### src/i3dq_pkg.sv
// Shared types, constants and helpers for the int3 dequantizing dot-product unit.
// No dependencies.
package i3dq_pkg;

  localparam int MAX_ROW_LENGTH = 4096;
  localparam int MAX_ROWS       = 4096;

  localparam int CFG_W  = 13;
  localparam int IDX_W  = 12;
  localparam int CODE_W = 3;
  localparam int ACT_W  = 16;
  localparam int SCL_W  = 16;
  localparam int P1_W   = 19;
  localparam int PROD_W = 35;
  localparam int ACC_W  = 48;

  localparam logic [CFG_W-1:0] ROW_LENGTH_RST = CFG_W'(MAX_ROW_LENGTH);
  localparam logic [CFG_W-1:0] GROUP_SIZE_RST = CFG_W'(32);
  localparam logic [CFG_W-1:0] ROW_COUNT_RST  = CFG_W'(MAX_ROWS);

  localparam logic signed [3:0] LEVEL_OFFSET = 4'sd4;

  typedef enum logic [1:0] {
    REG_ROW_LENGTH = 2'd0,
    REG_GROUP_SIZE = 2'd1,
    REG_ROW_COUNT  = 2'd2
  } reg_index_t;

  typedef enum logic [1:0] {
    ST_IDLE,
    ST_MUL_LEVEL,
    ST_MUL_SCALE,
    ST_ACCUM
  } state_t;

  typedef struct packed {
    logic take;
    logic mul_level;
    logic mul_scale;
    logic accum;
  } cmd_t;

  typedef struct packed {
    logic last;
    logic out_busy;
  } status_t;

  function automatic logic [CFG_W-1:0] clamp_reg(input logic [CFG_W-1:0] v,
                                                 input logic [CFG_W-1:0] hi);
    logic [CFG_W-1:0] r;
    if (v == '0) begin
      r = CFG_W'(1);
    end else if (v > hi) begin
      r = hi;
    end else begin
      r = v;
    end
    return r;
  endfunction

endpackage

### src/i3dq_ctrl.sv
// Sequencer for the dot-product unit: steps one item through the two multiplies
// and the accumulate. Depends on i3dq_pkg.
module i3dq_ctrl import i3dq_pkg::*; (
  input  logic    clk,
  input  logic    rst,
  input  logic    in_valid,
  output logic    in_ready,
  input  status_t status,
  output cmd_t    cmd
);

  state_t state;
  state_t state_next;

  always_ff @(posedge clk) begin
    if (rst) begin
      state <= ST_IDLE;
    end else begin
      state <= state_next;
    end
  end

  always_comb begin
    state_next = state;
    case (state)
      ST_IDLE: begin
        if (in_valid) state_next = ST_MUL_LEVEL;
      end
      ST_MUL_LEVEL: state_next = ST_MUL_SCALE;
      ST_MUL_SCALE: state_next = ST_ACCUM;
      ST_ACCUM: begin
        if (!(status.last && status.out_busy)) state_next = ST_IDLE;
      end
      default: state_next = ST_IDLE;
    endcase
  end

  always_comb begin
    cmd      = '0;
    in_ready = 1'b0;
    case (state)
      ST_IDLE: begin
        in_ready = 1'b1;
        cmd.take = in_valid;
      end
      ST_MUL_LEVEL: cmd.mul_level = 1'b1;
      ST_MUL_SCALE: cmd.mul_scale = 1'b1;
      ST_ACCUM:     cmd.accum = !(status.last && status.out_busy);
      default: begin
        cmd      = '0;
        in_ready = 1'b0;
      end
    endcase
  end

endmodule

### src/i3dq_datapath.sv
// Datapath: configuration registers, row/group counters, scale hold, two multiplies,
// saturating accumulator and result register. Depends on i3dq_pkg.
module i3dq_datapath import i3dq_pkg::*; (
  input  logic                    clk,
  input  logic                    rst,
  input  logic                    cfg_we,
  input  logic [1:0]              cfg_index,
  input  logic [CFG_W-1:0]        cfg_data,
  input  logic [CODE_W-1:0]       weight_code,
  input  logic signed [ACT_W-1:0] activation,
  input  logic [SCL_W-1:0]        scale,
  input  cmd_t                    cmd,
  output status_t                 status,
  output logic                    out_valid,
  input  logic                    out_ready,
  output logic signed [ACC_W-1:0] row_result,
  output logic [IDX_W-1:0]        row_number
);

  logic [CFG_W-1:0] row_length;
  logic [CFG_W-1:0] group_size;
  logic [CFG_W-1:0] row_count;

  logic signed [ACC_W-1:0]  accumulator;
  logic [IDX_W-1:0]         element_index;
  logic [IDX_W-1:0]         group_position;
  logic [SCL_W-1:0]         held_scale;
  logic [IDX_W-1:0]         current_row;

  logic [CODE_W-1:0]        code_q;
  logic signed [ACT_W-1:0]  act_q;
  logic signed [P1_W-1:0]   p1;
  logic signed [PROD_W-1:0] prod;
  logic                     last_q;
  logic [IDX_W-1:0]         row_q;

  logic [CFG_W-1:0] len;
  logic [CFG_W-1:0] gsz;
  logic [CFG_W-1:0] rows;
  logic             new_group;
  logic [CFG_W-1:0] gpos_inc;
  logic [CFG_W-1:0] eidx_inc;
  logic [CFG_W-1:0] row_inc;
  logic             last;
  logic [IDX_W-1:0] gpos_next;
  logic [IDX_W-1:0] row_next;

  logic signed [3:0]        level;
  logic signed [P1_W-1:0]   lvl_x;
  logic signed [P1_W-1:0]   act_x;
  logic signed [PROD_W-1:0] p1_x;
  logic signed [PROD_W-1:0] scl_x;
  logic signed [ACC_W:0]    sum;
  logic signed [ACC_W-1:0]  sum_sat;

  assign len  = clamp_reg(row_length, CFG_W'(MAX_ROW_LENGTH));
  assign gsz  = clamp_reg(group_size, CFG_W'(MAX_ROW_LENGTH));
  assign rows = clamp_reg(row_count, CFG_W'(MAX_ROWS));

  assign new_group = (group_position == '0) || ({1'b0, group_position} >= gsz);
  assign gpos_inc  = new_group ? CFG_W'(1) : {1'b0, group_position} + CFG_W'(1);
  assign eidx_inc  = {1'b0, element_index} + CFG_W'(1);
  assign row_inc   = {1'b0, current_row} + CFG_W'(1);
  assign last      = eidx_inc >= len;

  always_comb begin
    if (last || gpos_inc >= gsz) begin
      gpos_next = '0;
    end else begin
      gpos_next = gpos_inc[IDX_W-1:0];
    end
    if (!last) begin
      row_next = current_row;
    end else if (row_inc >= rows) begin
      row_next = '0;
    end else begin
      row_next = row_inc[IDX_W-1:0];
    end
  end

  assign level = $signed({1'b0, code_q}) - LEVEL_OFFSET;
  assign lvl_x = P1_W'(level);
  assign act_x = P1_W'(act_q);
  assign p1_x  = PROD_W'(p1);
  assign scl_x = PROD_W'($signed({1'b0, held_scale}));

  assign sum = (ACC_W+1)'(accumulator) + (ACC_W+1)'(prod);

  always_comb begin
    if (sum[ACC_W] != sum[ACC_W-1]) begin
      sum_sat = sum[ACC_W] ? {1'b1, {(ACC_W-1){1'b0}}} : {1'b0, {(ACC_W-1){1'b1}}};
    end else begin
      sum_sat = sum[ACC_W-1:0];
    end
  end

  assign status.last     = last_q;
  assign status.out_busy = out_valid && !out_ready;

  always_ff @(posedge clk) begin
    if (rst) begin
      row_length <= ROW_LENGTH_RST;
      group_size <= GROUP_SIZE_RST;
      row_count  <= ROW_COUNT_RST;
    end else if (cfg_we) begin
      case (cfg_index)
        REG_ROW_LENGTH: row_length <= cfg_data;
        REG_GROUP_SIZE: group_size <= cfg_data;
        REG_ROW_COUNT:  row_count  <= cfg_data;
        default: ;
      endcase
    end
  end

  always_ff @(posedge clk) begin
    if (rst) begin
      element_index  <= '0;
      group_position <= '0;
      held_scale     <= '0;
      current_row    <= '0;
      accumulator    <= '0;
      out_valid      <= 1'b0;
    end else begin
      if (cmd.take) begin
        if (new_group) held_scale <= scale;
        group_position <= gpos_next;
        element_index  <= last ? '0 : eidx_inc[IDX_W-1:0];
        current_row    <= row_next;
      end
      if (cmd.accum && last_q) begin
        out_valid <= 1'b1;
      end else if (out_valid && out_ready) begin
        out_valid <= 1'b0;
      end
      if (cmd.accum) begin
        if (last_q) begin
          accumulator <= '0;
        end else begin
          accumulator <= sum_sat;
        end
      end
    end
  end

  always_ff @(posedge clk) begin
    if (cmd.take) begin
      code_q <= weight_code;
      act_q  <= activation;
      last_q <= last;
      row_q  <= current_row;
    end
    if (cmd.mul_level) p1 <= lvl_x * act_x;
    if (cmd.mul_scale) prod <= p1_x * scl_x;
    if (cmd.accum && last_q) begin
      row_result <= sum_sat;
      row_number <= row_q;
    end
  end

endmodule

### src/int3_dequant_dot_product_unit.sv
// Top level of the int3 group-quantized dot-product unit: sequencer plus datapath.
// Depends on i3dq_pkg, i3dq_ctrl and i3dq_datapath.
//
// Each weight element passes in turn through transfer in, level times activation,
// product times the held group scale, then a saturating 48-bit accumulate. The two
// chained multiplies and the accumulate each own one register stage, and the unit
// holds one element at a time. Row results sit in an output register, so the next
// element is taken while a row result waits; a row-ending element stays in its
// accumulate step until that register has been emptied. Configuration writes are
// single-cycle on cfg_we and take effect for the next element.
module int3_dequant_dot_product_unit import i3dq_pkg::*; (
  input  logic                    clk,
  input  logic                    rst,
  input  logic                    cfg_we,
  input  logic [1:0]              cfg_index,
  input  logic [CFG_W-1:0]        cfg_data,
  input  logic                    in_valid,
  output logic                    in_ready,
  input  logic [CODE_W-1:0]       weight_code,
  input  logic signed [ACT_W-1:0] activation,
  input  logic [SCL_W-1:0]        scale,
  output logic                    out_valid,
  input  logic                    out_ready,
  output logic signed [ACC_W-1:0] row_result,
  output logic [IDX_W-1:0]        row_number
);

  cmd_t    cmd;
  status_t status;

  i3dq_ctrl u_ctrl (
    .clk      (clk),
    .rst      (rst),
    .in_valid (in_valid),
    .in_ready (in_ready),
    .status   (status),
    .cmd      (cmd)
  );

  i3dq_datapath u_datapath (
    .clk         (clk),
    .rst         (rst),
    .cfg_we      (cfg_we),
    .cfg_index   (cfg_index),
    .cfg_data    (cfg_data),
    .weight_code (weight_code),
    .activation  (activation),
    .scale       (scale),
    .cmd         (cmd),
    .status      (status),
    .out_valid   (out_valid),
    .out_ready   (out_ready),
    .row_result  (row_result),
    .row_number  (row_number)
  );

endmodule

### config.mk
export PLATFORM = sky130hd
export DESIGN_NAME = int3_dequant_dot_product_unit
export DESIGN_NICKNAME = d
export VERILOG_FILES = /design/src/i3dq_pkg.sv /design/src/i3dq_ctrl.sv /design/src/i3dq_datapath.sv /design/src/int3_dequant_dot_product_unit.sv
export SDC_FILE = /design/constraint.sdc
export NUM_CORES = 2
export LEC_CHECK = 0
export CORE_ASPECT_RATIO = 1.5
export CORE_MARGIN = 2
export CORE_UTILIZATION = 60
export DETAILED_ROUTE_END_ITERATION = 10
export DONT_BUFFER_PORTS = 1
export GPL_TIMING_DRIVEN = 0
export PLACE_DENSITY = 0.79
export RECOVER_POWER = 50
export SYNTH_ARGS = -nofsm -noshare
export SYNTH_HDL_FRONTEND = slang
export SYNTH_HIERARCHICAL = 1
export SYNTH_SLANG_ARGS = --single-unit
### constraint.sdc
create_clock -name clk -period 6.6 [get_ports clk]
set_clock_uncertainty 0.2 [all_clocks]
set_input_delay 0.99 -clock clk [delete_from_list [all_inputs] [get_ports clk]]
set_output_delay 0.99 -clock clk [all_outputs]
set_load 0.02 [all_outputs]
Word-level counts from Yosys, hierarchy flattened --
Cells that the tools add are included. W data, S select, Z words.
Word-level totals: latch bits 0, output and inout port bits 62, register bits after elaboration 288, memories kept 0, input bits 55, RAM bits 0, bits in read-only memories 0
Cells by class: add/sub/neg operators 5, reduce and logical (&&, ||, !) cells 21, divide/modulo/power cells 0, equality and inequality tests 8, shifts and indexed selects 0, magnitude comparators 7, multiplexer cells 23, $mul 2, bitwise operators 0
Operator list (number):
- $mux W48 | 3
- $mux W13 | 7
- $add A48 B35 Y49 | 1
- $add A12 B1 Y13 const B | 3
- $ge A13 B13 Y1 | 3
- $gt A13 B13 Y1 const B | 3
- $logic_not A13 Y1 | 3
- $mux W12 | 3
- $mul A19 B17 Y35 | 1
- $mul A4 B16 Y19 | 1
- $ge A12 B13 Y1 | 1
- $logic_not A12 Y1 | 1
- $reduce_and A2 Y1 | 6
- $pmux W2 S4 | 1
- $mux W1 | 7
- $eq A2 B2 Y1 const B | 3
- $eq A2 B1 Y1 const B | 2
- $logic_and A1 B1 Y1 | 4
- $logic_not A2 Y1 | 2
- $mux W2 | 2
- $ne A2 B2 Y1 const B | 2
- $sub A3 B3 Y4 const B | 1
- $logic_not A1 Y1 | 2
- $logic_or A1 B1 Y1 | 2
- other kinds (2) | 2

Longest topological paths before layout --
depth in word-level cells 9, gate-level depth with buffers 25, mapped depth without buffers 24

Modules after synthesis --
The synthesis kept the hierarchy.
By module, submodules not included:
- i3dq_datapath | cells an instance 2977, times used 1, area an instance 27731.6 sq um
- i3dq_ctrl | cells an instance 18, times used 1, area an instance 173.9 sq um

Worst setup path before layout --
No wires, ideal clock.
path kind register -> register, start point register u_datapath.p1[18], end point register u_datapath.prod[33], data pin, required time 6142 ps, path buffers 1, data arrival time 6043 ps, stages on the path, launching flop included 25, slack 100 ps, clock period less this slack 6500 ps, cell sequence edfxtp_1 > clkbuf_1 > nand2_1 > inv_1 > fa_1 > inv_1 > fa_1 > fa_1 > inv_1 > fa_1 > fa_1 > inv_1 > fa_1 > inv_1 > ha_1 > inv_1 > or4_1 > a221oi_1 > o31ai_1 > a21oi_1 > a221o_1 > nand4_1 > nand4b_1 > a21oi_1 > xnor2_1
Between the ends: cells in the longest elaborated chain, start to end 1
Ends and longest elaborated chain:
- from (decl) | RTL line i3dq_datapath.sv:32 | logic signed [P1_W-1:0] p1;
- from (signal assigned) | RTL line i3dq_datapath.sv:152 | if (cmd.mul_level) p1 <= lvl_x * act_x;
- $mul A19 B17 Y35 | RTL line i3dq_datapath.sv:153 | if (cmd.mul_scale) prod <= p1_x * scl_x;
- to (signal assigned) | RTL line i3dq_datapath.sv:153
- to (decl) | RTL line i3dq_datapath.sv:33 | logic signed [PROD_W-1:0] prod;
Every way passes these cells. A chain may end at the register's enable or synchronous reset.

Final worst setup path --
start point register u_datapath.p1[7], end point register u_datapath.prod[33], data pin
Same word-level chain as after synthesis.

==> metrics <==
number of flops mapped to enable cells by yosys 146; first-pass GRT wire length 114000 um; endpoint class of the critical path register; syn_nets 3613; Critical Path Start Type register; clock input transition at the sequential cells of the worst setup and hold paths 60 ps; Cell variety after synth 79; total setup violations reported at the end of the flow 2; net count of the finished layout 3694; power density of the placed cells 519 nW/um^2; number of antenna violations at the first check in global routing 1; Post-Place Cell Area 28700 um^2; CTS H-Tree Depth 1; category of the critical setup timing path reg2reg; Total GRT Usage 0.294; setup repair after global routing missed its margin true; pin count of the biggest net entering global routing 41; GR Layer Usage met2 0.574; pre-CTS worst setup slack -1150 ps; Period minus WS final 6780 ps; max-slew violation total from the final report 93; layout cell share with drive strength beyond 1 0.0778; full die area 48300 um^2; initial standard-cell utilization of the core 0.608; Max IR drop VDD 0.000430 V; max capacitance violation total 3; setup TNS after final layout -264 ps; gp weighted congestion 0.969; Std-Cell Core Area 45900 um^2; Switching Fraction 0.472; DP HPWL 57400 um; Final Hold Fails 0; source-to-sink clock delay at the later pin of the worst-skew pair 600 ps; count of antenna-violating nets left after detailed routing 0; violated checks capacitance limit, slew limit, setup timing; slew at the pin closest to its max-slew limit 2200 ps; post-route design area 30500 um^2; relative slew slack -0.467; number of buffers created by CTS 28; area delta synth->final 9.26%; leading register cell type out of synthesis sky130_fd_sc_hd__edfxtp_1; met1 layer usage reported by global route 0.299; register area share after synthesis 0.259; crit path max fanout 4; Port Buffers 0; number of fill cells in the layout 3626; proportion of register bits with asynchronous set or reset after synthesis 0; part of the cycle the worst path needs 1.03; maximum root-to-sink buffer count 3; result of the run finished, violations left; vias after detailed routing 21300; instance count of the mapped netlist 2995; final hold slack 218 ps; final WL 70600 um; clock root buffer sky130_fd_sc_hd__clkbuf_16; top-level I/O count 117; die span in y 268 um; vias per std cell 5.77; count of synthesis-stage warnings from yosys 6; detailed router's first-iteration violation count 1180; Die Wd 180 um; CTS tree built; proportion of power drawn by combinational gates 0.712; vias in the first global route 22800; count of state elements after synthesis 288; layer with the highest usage after global routing met2; number of sinks on the clock net 288; LEAKAGE 0.0136 uW; Sw Pwr 7460 uW; power after layout 15800 uW; placement row count 96; worst hold-check path type reg2reg; 1st-pass router iterations 5; achievable clock frequency 148 MHz; part of the power in registers 0.183; WL/cell 19.1 um; final routed DRC violation total 0; critical path data required time 6720 ps; crit path DAT 6900 ps; Int Pwr 8360 uW; netlist area before placement 27900 um^2; gr ovfl total 0; Clock Power Share 0.105; met3 Resource Use GR 0.0358; syn_area_per_cell 9.32 um^2; fin worst setup slack -176 ps; number of buffers added to fix hold violations after cts 0
-- flip-flops by register name, summed over array words and instances, names as in the netlist, 16 cells and up --
name,cells
u_datapath/accumulator,48
u_datapath/act_q,16
u_datapath/held_scale,16
u_datapath/p1,19
u_datapath/prod,35
u_datapath/row_result,48
-- placed cells by master (no fill, tap or decap), types with 22 or more instances in the layout --
| cell | Yosys | routed |
|---|---|---|
| sky130_fd_sc_hd__a21o_1 | 41 | 41 |
| sky130_fd_sc_hd__a21oi_1 | 214 | 205 |
| sky130_fd_sc_hd__and2_1 | 165 | 158 |
| sky130_fd_sc_hd__and3_1 | 31 | 31 |
| sky130_fd_sc_hd__buf_4 | 2 | 43 |
| sky130_fd_sc_hd__clkbuf_1 | 108 | 70 |
| sky130_fd_sc_hd__clkbuf_16 | 0 | 29 |
| sky130_fd_sc_hd__clkbuf_2 | 1 | 24 |
| sky130_fd_sc_hd__dfxtp_1 | 142 | 142 |
| sky130_fd_sc_hd__edfxtp_1 | 146 | 146 |
| sky130_fd_sc_hd__fa_1 | 335 | 327 |
| sky130_fd_sc_hd__ha_1 | 228 | 218 |
| sky130_fd_sc_hd__inv_1 | 452 | 444 |
| sky130_fd_sc_hd__nand2_1 | 416 | 414 |
| sky130_fd_sc_hd__nand2b_1 | 32 | 32 |
| sky130_fd_sc_hd__nand3_1 | 28 | 28 |
| sky130_fd_sc_hd__nand4_1 | 23 | 23 |
| sky130_fd_sc_hd__nor2_1 | 82 | 79 |
| sky130_fd_sc_hd__o21a_1 | 22 | 22 |
| sky130_fd_sc_hd__o21ai_0 | 102 | 99 |
| sky130_fd_sc_hd__o31ai_1 | 41 | 40 |
| sky130_fd_sc_hd__xnor2_1 | 81 | 81 |
| sky130_fd_sc_hd__xor2_1 | 48 | 48 |
-- logic make-up (layout without fill, tap and decap cells) --
logic type / count (synthesis) / in the layout / share of synthesized area
other: 0 / 2 / 0
buffers and inverters: 582 / 685 / 0.0805
AO/OA/AOI/OAI: 554 / 554 / 0.125
XOR/XNOR: 129 / 129 / 0.0405
multiplexers: 2 / 2 / 0.000717
AND/OR/NAND/NOR: 877 / 877 / 0.152
flip-flops: 288 / 288 / 0.259
adder cells (fa/ha/maj): 563 / 563 / 0.343
-- layout make-up --
cell class,instances,area (um^2),share of cell area
repair buffers,51,448,0.0147
flip-flops and latches,288,7230,0.237
diodes,2,5.00,0.000164
well taps,588,736,0.0241
multi-input cells,2125,18700,0.614
clock buffers,36,803,0.0263
clock inverters,16,169,0.00554
plain buffers,129,672,0.0220
inverters,453,1700,0.0558
-- stage by stage --
stage / util / std cells
6_report: 0.665 / 3688
5_1_grt: 0.664 / 3686
4_1_cts: 0.660 / 3673
3_5_place_dp: 0.625 / 3585
3_3_place_gp: 0.624 / 3583
2_1_floorplan: - / 2995
-- metal layers --
layer,share of wire,up-vias
li1,-,9967
met1,0.36,10500
met2,0.53,646
met3,0.043,223
met4,0.068,0
met5,0,-
-- synthesized netlist by cell type, types with 31 or more instances --
| cell type | n | area, um^2 |
|---|---|---|
| sky130_fd_sc_hd__edfxtp_1 | 146 | 4380 |
| sky130_fd_sc_hd__xor2_1 | 48 | 420 |
| sky130_fd_sc_hd__o31ai_1 | 41 | 308 |
| sky130_fd_sc_hd__dfxtp_1 | 142 | 2840 |
| sky130_fd_sc_hd__nand2b_1 | 32 | 200 |
| sky130_fd_sc_hd__xnor2_1 | 81 | 709 |
| sky130_fd_sc_hd__and2_1 | 165 | 1030 |
| sky130_fd_sc_hd__fa_1 | 335 | 6710 |
| sky130_fd_sc_hd__nand2_1 | 416 | 1560 |
| sky130_fd_sc_hd__and3_1 | 31 | 194 |
| sky130_fd_sc_hd__a21oi_1 | 214 | 1070 |
| sky130_fd_sc_hd__o21ai_0 | 102 | 510 |
| sky130_fd_sc_hd__ha_1 | 228 | 2850 |
| sky130_fd_sc_hd__clkbuf_1 | 108 | 405 |
| sky130_fd_sc_hd__a21o_1 | 41 | 308 |
| sky130_fd_sc_hd__inv_1 | 452 | 1700 |
| sky130_fd_sc_hd__nor2_1 | 82 | 308 |
-- worst paths after layout --
check / start / endpoint / slack (ps) / cells past startpoint
setup reg to reg: u_datapath/p1[7] / u_datapath/prod[33] / -180 / 24
hold reg to reg: u_datapath/row_q[5] / u_datapath/row_number[5] / 220 / 0
hold / removal: u_datapath/row_q[5] / u_datapath/row_number[5] / 220 / 0
setup / recovery: u_datapath/p1[7] / u_datapath/prod[33] / -180 / 24
-- timing repair --
item,4_1_cts,5_1_grt
gates resized for setup,96,47
hold endpoints to repair,0,0
setup buffers,36,13
cloned,0,0
endpoints found under the setup margin,16,9
pin swaps,11,21
-- power groups by stage --
stage / clock (uW) / combinational (uW) / sequential (uW)
after global routing: 1760 / 12600 / 2920
final: 1660 / 11300 / 2890
after CTS: 1700 / 10700 / 2890
after global placement: 0 / 9280 / 3000
after detailed placement: 0 / 9690 / 3000
after floorplan: 0 / 7490 / 2830
-- worst max-delay path, cell delays in order, from the launching register on --
cell and delay [ps]:
sky130_fd_sc_hd__edfxtp_1 530, sky130_fd_sc_hd__clkbuf_8 220, sky130_fd_sc_hd__buf_12 100, sky130_fd_sc_hd__buf_12 110, sky130_fd_sc_hd__nand2_4 50, sky130_fd_sc_hd__fa_1 550, sky130_fd_sc_hd__inv_2 40, sky130_fd_sc_hd__fa_2 570
sky130_fd_sc_hd__fa_1 440, sky130_fd_sc_hd__fa_1 500, sky130_fd_sc_hd__fa_1 520, sky130_fd_sc_hd__inv_2 40, sky130_fd_sc_hd__fa_1 510, sky130_fd_sc_hd__inv_2 60, sky130_fd_sc_hd__ha_4 280, sky130_fd_sc_hd__nand2_2 50
sky130_fd_sc_hd__or4_4 480, sky130_fd_sc_hd__a221oi_4 320, sky130_fd_sc_hd__o31ai_4 100, sky130_fd_sc_hd__a21oi_2 180, sky130_fd_sc_hd__a221o_1 230, sky130_fd_sc_hd__nand4_1 120, sky130_fd_sc_hd__nand4b_1 140, sky130_fd_sc_hd__a21oi_2 70
sky130_fd_sc_hd__xnor2_1 120
Power figures use the tool's default switching activity.
